--- src/hdl/dlar_pkg.sv ---
`timescale 1ns / 1ps
// ----------------------------------------------------------------------------
// dlar_pkg
// Types, codes and constants shared by the display-list address relocator.
// ----------------------------------------------------------------------------
package dlar_pkg;

    localparam int DEF_TEXTURE_ENTRIES = 64;
    localparam int CFG_INDEX_W         = 8;
    localparam int CFG_DATA_W          = 32;
    localparam int OFFSET_W            = 24;

    localparam logic [CFG_INDEX_W-1:0] CFG_SRC_VERTEX_BASE = CFG_INDEX_W'(0);
    localparam logic [CFG_INDEX_W-1:0] CFG_DST_VERTEX_BASE = CFG_INDEX_W'(1);

    localparam logic [7:0] OP_VTX      = 8'h01;
    localparam logic [7:0] OP_OP03     = 8'h03;
    localparam logic [7:0] OP_OP04     = 8'h04;
    localparam logic [7:0] OP_OP06     = 8'h06;
    localparam logic [7:0] OP_OP07     = 8'h07;
    localparam logic [7:0] OP_END_LIST = 8'hb8;
    localparam logic [7:0] OP_OPBC     = 8'hbc;
    localparam logic [7:0] OP_SET_TIMG = 8'hfd;
    localparam logic [7:0] OP_OPFE     = 8'hfe;
    localparam logic [7:0] OP_OPFF     = 8'hff;

    localparam logic [3:0] SEG_VERTEX = 4'h5;

    typedef enum logic [1:0] {
        CMD_REWRITE = 2'd0,
        CMD_ADD_MAP = 2'd1,
        CMD_CLEAR   = 2'd2,
        CMD_NONE    = 2'd3
    } cmd_t;

    typedef enum logic [1:0] {
        STATUS_OK    = 2'd0,
        STATUS_BELOW = 2'd1,
        STATUS_NOTEX = 2'd2,
        STATUS_FULL  = 2'd3
    } status_t;

    typedef enum logic [1:0] {
        S_IDLE,
        S_EXEC,
        S_SCAN
    } state_t;

    typedef struct packed {
        cmd_t                cmd;
        logic [31:0]         first_word;
        logic [31:0]         second_word;
        logic [OFFSET_W-1:0] map_source;
        logic [OFFSET_W-1:0] map_target;
    } request_t;

    typedef struct packed {
        logic [31:0] rewritten_word;
        status_t     status;
        logic        end_of_list;
    } result_t;

    typedef struct packed {
        logic [OFFSET_W-1:0] source;
        logic [OFFSET_W-1:0] target;
    } map_entry_t;

    // controller -> datapath
    typedef struct packed {
        logic load;
        logic scan;
        logic finish;
    } dp_cmd_t;

    // datapath -> controller
    typedef struct packed {
        logic search_req;
        logic hit;
        logic scan_done;
    } dp_stat_t;

endpackage

--- src/hdl/dlar_ctrl.sv ---
`timescale 1ns / 1ps
// ----------------------------------------------------------------------------
// dlar_ctrl
// Sequencer: accepts a transfer, runs the table scan if needed, then finishes.
// ----------------------------------------------------------------------------
module dlar_ctrl
    import dlar_pkg::*;
(
    input  logic     clk,
    input  logic     rst_n,
    input  logic     start,
    input  dp_stat_t stat,
    output dp_cmd_t  cmd,
    output logic     busy
);

    state_t state_reg;
    state_t state_next;

    always_ff @(posedge clk or negedge rst_n)
    begin
        if (!rst_n)
        begin
            state_reg <= S_IDLE;
        end
        else
        begin
            state_reg <= state_next;
        end
    end

    always_comb
    begin
        state_next = state_reg;
        cmd        = '0;
        unique case (state_reg)
            S_IDLE:
            begin
                if (start)
                begin
                    cmd.load   = 1'b1;
                    state_next = S_EXEC;
                end
            end
            S_EXEC:
            begin
                if (stat.search_req)
                begin
                    state_next = S_SCAN;
                end
                else
                begin
                    cmd.finish = 1'b1;
                    state_next = S_IDLE;
                end
            end
            S_SCAN:
            begin
                cmd.scan = 1'b1;
                if (stat.hit || stat.scan_done)
                begin
                    cmd.finish = 1'b1;
                    state_next = S_IDLE;
                end
            end
            default:
            begin
                state_next = S_IDLE;
            end
        endcase
    end

    assign busy = (state_reg != S_IDLE);

`ifndef SYNTHESIS
    a_finish_single: assert property (@(posedge clk) disable iff (!rst_n)
        cmd.finish |=> !cmd.finish)
        else $error("finish held for more than one cycle");
    a_load_only_idle: assert property (@(posedge clk) disable iff (!rst_n)
        cmd.load |=> (state_reg == S_EXEC))
        else $error("load did not start execution");
`endif

endmodule

--- src/hdl/dlar_datapath.sv ---
`timescale 1ns / 1ps
// ----------------------------------------------------------------------------
// dlar_datapath
// Request capture, base registers, texture table memory, scan and result.
// ----------------------------------------------------------------------------
module dlar_datapath
    import dlar_pkg::*;
#(
    parameter int TEXTURE_ENTRIES = DEF_TEXTURE_ENTRIES
)
(
    input  logic                   clk,
    input  logic                   rst_n,
    input  request_t               request,
    input  logic                   cfg_we,
    input  logic [CFG_INDEX_W-1:0] cfg_index,
    input  logic [CFG_DATA_W-1:0]  cfg_data,
    input  dp_cmd_t                cmd,
    output dp_stat_t               stat,
    output result_t                result,
    output logic                   done
);

    localparam int IDX_W = (TEXTURE_ENTRIES > 1) ? $clog2(TEXTURE_ENTRIES) : 1;
    localparam int CNT_W = $clog2(TEXTURE_ENTRIES + 1);
    localparam logic [CNT_W-1:0] CNT_MAX = CNT_W'(TEXTURE_ENTRIES);

    request_t            req_reg;
    request_t            req_next;
    logic [CNT_W-1:0]    idx_reg;
    logic [CNT_W-1:0]    idx_next;
    logic                cmp_valid_reg;
    logic                cmp_valid_next;
    logic [CNT_W-1:0]    count_reg;
    logic [CNT_W-1:0]    count_next;
    logic [OFFSET_W-1:0] src_base_reg;
    logic [OFFSET_W-1:0] src_base_next;
    logic [OFFSET_W-1:0] dst_base_reg;
    logic [OFFSET_W-1:0] dst_base_next;
    result_t             result_reg;
    result_t             result_next;
    logic                done_reg;
    logic                done_next;
    map_entry_t          rd_data_reg;
    logic                mem_we;

    map_entry_t          mem [TEXTURE_ENTRIES];

    logic [7:0]          op;
    logic [OFFSET_W-1:0] off;
    logic [OFFSET_W-1:0] new_off;
    logic                relocate;
    logic                segmented;

    assign op  = req_reg.first_word[31:24];
    assign off = req_reg.second_word[OFFSET_W-1:0];
    assign relocate = ((op == OP_OP04) || (op == OP_OP07) || (op == OP_OPBC) ||
                       (op == OP_SET_TIMG)) && (req_reg.second_word[27:24] == SEG_VERTEX);
    assign segmented = (op == OP_VTX) || (op == OP_OP03) || (op == OP_OP04) ||
                       (op == OP_OP06) || (op == OP_OP07) || (op == OP_SET_TIMG) ||
                       (op == OP_OPFE) || (op == OP_OPFF);

    assign stat.search_req = (req_reg.cmd == CMD_REWRITE) && relocate && (op == OP_SET_TIMG);
    assign stat.hit        = cmp_valid_reg && (rd_data_reg.source == off);
    assign stat.scan_done  = !cmp_valid_reg && (idx_reg == count_reg);

    always_ff @(posedge clk or negedge rst_n)
    begin
        if (!rst_n)
        begin
            idx_reg       <= '0;
            cmp_valid_reg <= 1'b0;
            count_reg     <= '0;
            src_base_reg  <= '0;
            dst_base_reg  <= '0;
            done_reg      <= 1'b0;
        end
        else
        begin
            idx_reg       <= idx_next;
            cmp_valid_reg <= cmp_valid_next;
            count_reg     <= count_next;
            src_base_reg  <= src_base_next;
            dst_base_reg  <= dst_base_next;
            done_reg      <= done_next;
        end
    end

    always_ff @(posedge clk)
    begin
        req_reg    <= req_next;
        result_reg <= result_next;
    end

    always_ff @(posedge clk)
    begin
        if (mem_we)
        begin
            mem[count_reg[IDX_W-1:0]] <= '{source: req_reg.map_source,
                                           target: req_reg.map_target};
        end
        rd_data_reg <= mem[idx_reg[IDX_W-1:0]];
    end

    always_comb
    begin
        src_base_next = src_base_reg;
        dst_base_next = dst_base_reg;
        if (cfg_we)
        begin
            if (cfg_index == CFG_SRC_VERTEX_BASE)
            begin
                src_base_next = cfg_data[OFFSET_W-1:0];
            end
            else if (cfg_index == CFG_DST_VERTEX_BASE)
            begin
                dst_base_next = cfg_data[OFFSET_W-1:0];
            end
        end
    end

    always_comb
    begin
        req_next       = req_reg;
        idx_next       = idx_reg;
        cmp_valid_next = cmp_valid_reg;
        count_next     = count_reg;
        result_next    = result_reg;
        done_next      = 1'b0;
        mem_we         = 1'b0;
        new_off        = off;

        if (cmd.load)
        begin
            req_next       = request;
            idx_next       = '0;
            cmp_valid_next = 1'b0;
        end

        if (cmd.scan)
        begin
            if (idx_reg != count_reg)
            begin
                idx_next       = idx_reg + CNT_W'(1);
                cmp_valid_next = 1'b1;
            end
            else
            begin
                cmp_valid_next = 1'b0;
            end
        end

        if (cmd.finish)
        begin
            done_next   = 1'b1;
            result_next = '{rewritten_word: '0, status: STATUS_OK, end_of_list: 1'b0};
            unique case (req_reg.cmd)
                CMD_REWRITE:
                begin
                    result_next.rewritten_word = req_reg.second_word;
                    if (relocate)
                    begin
                        if (op == OP_SET_TIMG)
                        begin
                            if (stat.hit)
                            begin
                                new_off = rd_data_reg.target;
                            end
                            else
                            begin
                                new_off            = '0;
                                result_next.status = STATUS_NOTEX;
                            end
                        end
                        else if (off < src_base_reg)
                        begin
                            result_next.status = STATUS_BELOW;
                        end
                        else
                        begin
                            new_off = off - src_base_reg + dst_base_reg;
                        end
                        result_next.rewritten_word[OFFSET_W-1:0] = new_off;
                    end
                    if (segmented)
                    begin
                        result_next.rewritten_word[0] = 1'b1;
                    end
                    result_next.end_of_list = (op == OP_END_LIST);
                end
                CMD_ADD_MAP:
                begin
                    if (count_reg < CNT_MAX)
                    begin
                        mem_we     = 1'b1;
                        count_next = count_reg + CNT_W'(1);
                    end
                    else
                    begin
                        result_next.status = STATUS_FULL;
                    end
                end
                CMD_CLEAR:
                begin
                    count_next = '0;
                end
                CMD_NONE:
                begin
                end
                default:
                begin
                end
            endcase
        end
    end

    assign result = result_reg;
    assign done   = done_reg;

`ifndef SYNTHESIS
    a_idx_bound: assert property (@(posedge clk) disable iff (!rst_n)
        cmd.scan |-> (idx_reg <= count_reg))
        else $error("scan index ran past the fill count");
    a_count_bound: assert property (@(posedge clk) disable iff (!rst_n)
        count_reg <= CNT_MAX)
        else $error("fill count above table depth");
`endif

endmodule

--- src/hdl/display_list_address_relocator.sv ---
`timescale 1ns / 1ps
// ----------------------------------------------------------------------------
// display_list_address_relocator
// Relocates segment-five addresses in display-list commands; texture table.
// ----------------------------------------------------------------------------
// A transfer is taken when start is high and busy is low. Its result appears
// on result for exactly one cycle with done high and must be captured then.
// Inserts, clears and non-texture commands hold busy only for the execute
// state, which registers the result and done. A texture command (0xFD,
// segment 5) scans the table one entry per cycle through the memory read
// port, and busy stays high until a hit or the end of the filled entries.
// Busy drops as the result is registered, so the next transfer may be taken
// while done is shown. cfg_ready is always high; write configuration only
// while idle.
// ----------------------------------------------------------------------------
module display_list_address_relocator
    import dlar_pkg::*;
#(
    parameter int TEXTURE_ENTRIES = DEF_TEXTURE_ENTRIES
)
(
    input  logic                   clk,
    input  logic                   rst_n,
    input  logic                   start,
    output logic                   busy,
    input  request_t               request,
    output result_t                result,
    output logic                   done,
    input  logic                   cfg_valid,
    output logic                   cfg_ready,
    input  logic [CFG_INDEX_W-1:0] cfg_index,
    input  logic [CFG_DATA_W-1:0]  cfg_data
);

    dp_cmd_t  dp_cmd;
    dp_stat_t dp_stat;

    assign cfg_ready = 1'b1;

    dlar_ctrl u_ctrl (
        .clk   (clk),
        .rst_n (rst_n),
        .start (start),
        .stat  (dp_stat),
        .cmd   (dp_cmd),
        .busy  (busy)
    );

    dlar_datapath #(
        .TEXTURE_ENTRIES (TEXTURE_ENTRIES)
    ) u_datapath (
        .clk       (clk),
        .rst_n     (rst_n),
        .request   (request),
        .cfg_we    (cfg_valid && cfg_ready),
        .cfg_index (cfg_index),
        .cfg_data  (cfg_data),
        .cmd       (dp_cmd),
        .stat      (dp_stat),
        .result    (result),
        .done      (done)
    );

`ifndef SYNTHESIS
    a_done_after_busy: assert property (@(posedge clk) disable iff (!rst_n)
        done |-> $past(busy))
        else $error("result strobe without a transfer in flight");
`endif

endmodule

--- config.mk ---
export PLATFORM = sky130hd
export DESIGN_NAME = display_list_address_relocator
export DESIGN_NICKNAME = d
export VERILOG_FILES = /design/src/hdl/dlar_pkg.sv /design/src/hdl/dlar_ctrl.sv /design/src/hdl/dlar_datapath.sv /design/src/hdl/display_list_address_relocator.sv
export SDC_FILE = /design/constraint.sdc
export NUM_CORES = 2
export LEC_CHECK = 0
export BUFFER_PORTS_ARGS = -buffer_cell sky130_fd_sc_hd__buf_2
export CAP_MARGIN = 20
export CORE_MARGIN = 2
export CORE_UTILIZATION = 55
export CTS_CLUSTER_DIAMETER = 150
export DETAILED_ROUTE_END_ITERATION = 8
export PLACE_DENSITY = 0.71
export SYNTH_ARGS = -nofsm -noshare
export SYNTH_HDL_FRONTEND = slang
export SYNTH_SLANG_ARGS = --single-unit
--- constraint.sdc ---
create_clock -name clk -period 5.3 [get_ports clk]
set_clock_uncertainty 0.1 [all_clocks]
set_input_delay 0.53 -clock clk [delete_from_list [all_inputs] [get_ports clk]]
set_output_delay 0.53 -clock clk [all_outputs]
set_load 0.01 [all_outputs]
---- After elaboration in Yosys (flattened, before gate mapping) ----
Memory sizes are Yosys's and may differ from the RTL's. A register that Yosys moved wholly into a read port is not among the register bits.
Index checks and enable logic that the tools add are counted.
word-level totals
  memories kept ........................... 1
  output and inout bits ................... 38
  register bits ........................... 215
  input port bits ......................... 158
  bits in read-only memories .............. 0
  latch bits .............................. 0
  logic and storage cells ................. 106
  memory bits (writable) .................. 3072
memory list
  memory          depth  bits a word  read ports  clocked after Yosys merged registers in  wr ports  line                 source
  u_datapath.mem  64     48           1           1                                        1         dlar_datapath.sv:47  map_entry_t mem [TEXTURE_ENTRIES];
cells by class
  $mul .................................... 0
  reduce and logical (&&, ||, !) cells .... 27
  magnitude comparators ................... 2
  shift operators ......................... 0
  equality and inequality tests ........... 22
  add/sub/neg operators ................... 4
  bitwise gates (word level) .............. 1
  div/mod/pow operators ................... 0
  multiplexer cells ....................... 34
operators by type and width
  kind                                                              count
  24-bit two-way mux                                                3
  8-bit == test (second input constant)                             5
  7-bit two-way mux                                                 4
  26-bit two-way mux                                                1
  24-bit adder                                                      1
  24-bit == test                                                    1
  8-bit by 3-bit == test with 1-bit output (second input constant)  3
  24-bit < comparator                                               1
  24-bit subtractor                                                 1
  8-bit by 1-bit == test with 1-bit output (second input constant)  2
  1-bit two-way mux                                                 16
  7-bit by 1-bit adder with 7-bit output (second input constant)    2
  7-bit one-hot mux with 2 select lines                             1
  2-bit two-way mux                                                 6
  1-bit logical OR                                                  11
  8-bit by 2-bit == test with 1-bit output (second input constant)  1
  8-bit logical NOT                                                 1
  7-bit == test                                                     1
  7-bit < comparator (second input constant)                        1
  7-bit inequality test                                             1
  2-bit one-hot mux with 3 select lines                             1
  3-bit AND reduction                                               2
  2-bit nonzero test                                                3
  1-bit logical AND                                                 5
  11 further kinds                                                  16

---- Logic depth before layout (Yosys ltp) ----
  depth after elaboration ................. 12
  gate-level depth with buffers ........... 13
  gate-level depth less buffers ........... 13

---- By module ----
From an unflattened synthesis, not the netlist that was laid out.
unflattened totals
  cell total of the unflattened synthesis .. 5231
  area total of the unflattened synthesis .. 124843.5 µm²
by module, submodules not included
  module                          area each (µm²)  seq. area each (µm²)  cells each  instances
  dlar_datapath                   124634.5         96592.6               5210        1
  dlar_ctrl                       197.7            50.0                  19          1
  display_list_address_relocator  11.3             0.0                   2           1

---- Worst setup path before layout ----
Ideal clock, no wire load.
  path kind ............................... reg2reg
  start point ............................. register u_datapath.count_reg[0]
  end point ............................... memory u_datapath.mem[58][0] (netlist name), enable pin
  clock period less this slack ............ 4739 ps
  data required time ...................... 4746 ps
  setup time .............................. 454 ps
  path buffers ............................ 2
  slack ................................... 561 ps
  arrival time ............................ 4185 ps
  stages on the path, launching flop included .. 11
  cells stage by stage .................... dfrtp_1 > buf_2 > xor2_1 > nor4_1 > nand4_1 > o31a_1 > nand2_1 > nand2_1 > or3_1 > clkbuf_1 > nor2_1
on the way
  word-level cells in the longest chain between the ends .. 8
  elaborated cells between the ends (all ways) .. 11
  those cells by class .................... order compare: 1; eq/ne: 1; mux: 7; reduce/logical: 2
ends and longest elaborated chain
  item                                                        line                 source
  from (decl)                                                 dlar_datapath.sv:34  logic [CNT_W-1:0] count_reg;
  from (signal assigned)                                      dlar_datapath.sv:82  count_reg <= count_next;
  branches (longest 8 deep; another with 7-bit < comparator)  n/a
  to (decl)                                                   dlar_datapath.sv:47
Several ways; the timed one is not identified.

---- Worst setup path after layout ----
  start point ............................. register u_datapath.count_reg[0]
  end point ............................... memory u_datapath.mem[18][1] (netlist name), enable pin
The elaborated chain is that of the path after synthesis.

==> summary.txt <==
Routing
  – DRT iter0 DRCs: between 9000 and 10000
  – TritonRoute pass-1 iters: 7
  – Drt wl/cell: between 30 and 40 microns
  – WL final: 324.8 mm
  – Drc violations: 0
  – DR vias: around 60000
  – Top layer in use: met5
  – Antenna Nets Post-Route: 0
  – Via density per instance: about 6.7
  – Metal2 WL: ~160 mm
  – Met1 WL: approximately 120 mm
  – Met3 routed wirelength: ~36 mm

Timing
  – Period utilization: 79.27%
  – Slew margin rel.: between 20 and 25%
  – Final worst setup slack: 1.099 ns
  – Max-slew violations: 0
  – Setup tns final: 0 ns
  – Final Setup Violations: 0
  – Final Hold Vio Count: 0
  – Fmax: between 200 and 250 MHz
  – RSZ-0062 raised after global routing: false
  – Tmin final: between 4 and 5 ns
  – Worst-margin pin slew: approximately 1.2 ns

Critical path
  – Data arrival, critical path: about 4.7 ns
  – Reg2reg path depth: 9
  – Reg2reg end: u_datapath.mem[18][1]$_DFFE_PP_
  – Worst flop-to-flop path startpoint: u_datapath.count_reg[0]$_DFFE_PN0P_
  – Crit Path Max Fanout: 12
  – Crit path kind: flop to flop
  – CP Launch Type: flop
  – CP required: roughly 5.8 ns
  – Worst setup EP type: flop
  – Worst reg-to-reg setup slack: between 1 and 1.5 ns
  – Critical Path Source: u_datapath.count_reg[0]$_DFFE_PN0P_

CTS
  – CTS resizes: 0
  – CTS tree: yes
  – # Post-CTS Setup Buffers: 0
  – Worst-Skew Late Latency: between 0.9 and 1 ns
  – Clock transition at path regs: around 0.060 ns
  – CTS Sinks: 3311
  – Clock root cell: clkbuf_16
  – Htree depth: 5
  – Clock Tree Buf Depth: 4
  – CTS Hold Buffers Added: approximately 120
  – TritonCTS Buffers: around 330

Logic synthesis
  – Yosys top cell area share: around three quarters
  – Synth top area cells: edfxtp_1, mux4_2, dfrtp_1
  – Mean Syn Cell Area: between 20 and 25 sq um
  – Top_reg_cell synth: edfxtp_1
  – Post-synth top area cell: edfxtp_1
  – Flops & latches, synth: 3311
  – Syn. warnings: 0
  – Sequential area share after synthesis: between 70% and 80%
  – Number of synthesized flops with an enable pin: 3197
  – Unique masters post-synth: between 60 and 70
  – Syn_nets: between 5000 and 6000
  – Gate Count Post-Synth: ~5300
  – Synthesized area: approximately 0.13 sq mm
  – Ys async rst share: roughly 2%

Floorplanning
  – Row count: approximately 180
  – Die height: 485.4 microns
  – Top-level I/O count: roughly 200
  – Initial Util: approximately 55%
  – Die area: approximately 0.24 sq mm
  – Die width: 485.4 microns
  – Core ar.: 0.2301 sq mm

Place
  – Placer Congestion: ~0.87
  – Place WS: 1.198 ns
  – Port Buffer Count: approximately 160
  – Placed Instances: 8499
  – Hpwl dp: between 150 and 200 mm

Power and ir drop
  – P_leak: around 45 nW
  – PwrDens: about 380 mW/mm^2
  – Tot Pwr: around 55 mW
  – Max rail drop VDD: between 0.2 and 0.3 mV

GRT
  – Global-route wire length before repair: about 460 mm
  – GR Overflow Total: 0
  – Initial antenna violation count: 13
  – Vias in the first global route: 61389
  – Gr usage total: 27.78%
  – Pin count of the biggest net entering global routing: around 140

Cells and area
  – Layout Nets: 6154
  – Max reg flops: roughly 3000
  – Layout Area Growth over Synthesis: 14.10%
  – Layout cell share with drive strength beyond 1: 31.72%
  – Fin cells: ~9000

Worst hold path
  – Worst hold stages: 5
  – HP Start: cfg_index[0]
  – Hold endpoint: u_datapath.src_base_reg[1]$_DFFE_PN0P_
  – Hold crit path type: input port to flop

Outcome
  – Status: finished, final reports clean

Job
  – Max Cap Violations: 0
-- cell families (layout without fill, tap and decap cells) --
group	after synthesis	after routing	synth area share, %
flip-flops	3311	3311	77.36
multiplexers	1047	1047	18.14
buffers and inverters	389	1213	1.278
AND/OR/NAND/NOR	281	281	1.037
AO/OA/AOI/OAI	181	181	0.9138
adder cells (fa/ha/maj)	75	75	0.8715
XOR/XNOR	58	58	0.3985
other	1	3	0.002942
-- routing by layer --
metal / track usage, % / vias up
met5: 0 / -
met4: 8.732 / 6
met3: 6.287 / 593
met2: 43.35 / 4071
met1: 39.75 / 33017
li1: - / 23927
-- cell type report --
class                   count  area, sq um
multi-input cells        1643        27730
flip-flops and latches   3311        98630
well taps                3026         3786
fillers                 14595        84670
inverters                 132        500.5
diodes                      2        5.005
clock buffers             418         8832
repair buffers            505         4534
clock inverters           158         1434
-- cells in the final DEF, fill, tap and decap left out, types with 12 or more instances in the layout --
| cell type | n |
|---|---|
| clkinvlp_4 | 12 |
| buf_4 | 159 |
| dlygate4sd3_1 | 116 |
| buf_12 | 67 |
| fa_1 | 23 |
| dfrtp_1 | 61 |
| clkbuf_8 | 18 |
| bufinv_16 | 25 |
| ha_1 | 52 |
| clkinv_1 | 61 |
| mux4_2 | 1008 |
| xor2_1 | 29 |
| inv_1 | 130 |
| nand2_1 | 70 |
| clkinv_2 | 47 |
| nand3_1 | 30 |
| nor2_4 | 64 |
| edfxtp_1 | 3197 |
| clkbuf_16 | 333 |
| a221oi_1 | 12 |
| a211oi_1 | 12 |
| dfxtp_1 | 48 |
| a21oi_1 | 40 |
| xnor2_1 | 29 |
| and2_1 | 14 |
| nor2_1 | 32 |
| buf_2 | 162 |
| a22oi_1 | 12 |
| o21ai_0 | 54 |
| mux2_2 | 29 |
| clkbuf_1 | 67 |
-- through the flow --
stage                     hold WS [ns]  util (%)  cell area, sq um
after floorplan                 0.1344         -            127500
after global placement          0.3885     58.22            134000
after detailed placement        0.3986     58.22            134000
after CTS                      0.03599     63.19            145400
after global routing            0.1023     63.21            145500
final                           0.1049     63.21            145500
-- power by group --
part / switching, mW / leakage (nW) / total, mW / internal [mW]
Sequential: 0.204 / 30.0 / 30.1 / 29.9
Combinational: 1.84 / 10.1 / 2.42 / 0.577
Clock: 9.50 / 5.01 / 22.5 / 13.0
Total: 11.5 / 45.1 / 55.0 / 43.4
-- worst max-delay path by stage --
stage | to | slack (ns)
final | u_datapath.mem[18][1]$_DFFE_PP_ | 1.10
after global routing | u_datapath.mem[18][1]$_DFFE_PP_ | 0.94
after CTS | u_datapath.mem[18][1]$_DFFE_PP_ | 1.18
after detailed placement | u_datapath.mem[18][45]$_DFFE_PP_ | 1.20
after global placement | u_datapath.rd_data_reg[33]$_DFF_P_ | 1.21
after floorplan | u_datapath.mem[58][0]$_DFFE_PP_ | 0.56
-- cell usage after synthesis (12+ instances only) --
cell type,instances
dfxtp_1,48
mux4_2,1008
nand3_1,30
buf_1,24
a22oi_1,12
o21ai_0,54
nand2_1,70
ha_1,52
a21oi_1,40
and2_1,14
nor2_1,97
mux2_2,29
dfrtp_1,66
clkbuf_1,145
a211oi_1,12
fa_1,23
a221oi_1,12
xnor2_1,29
edfxtp_1,3197
buf_2,78
inv_1,131
xor2_1,29
-- worst max-delay path, cell delays in order, from the launching register on --
cell and delay (ns):
dfrtp_1 0.50, xor2_1 0.21, nor4_1 0.29, nand4_1 0.22, o31a_1 0.38, nand2_1 0.26
nand2_1 0.09, or3_1 0.66, nor2_4 0.67, buf_4 0.42
Power figures use the tool's default switching activity.
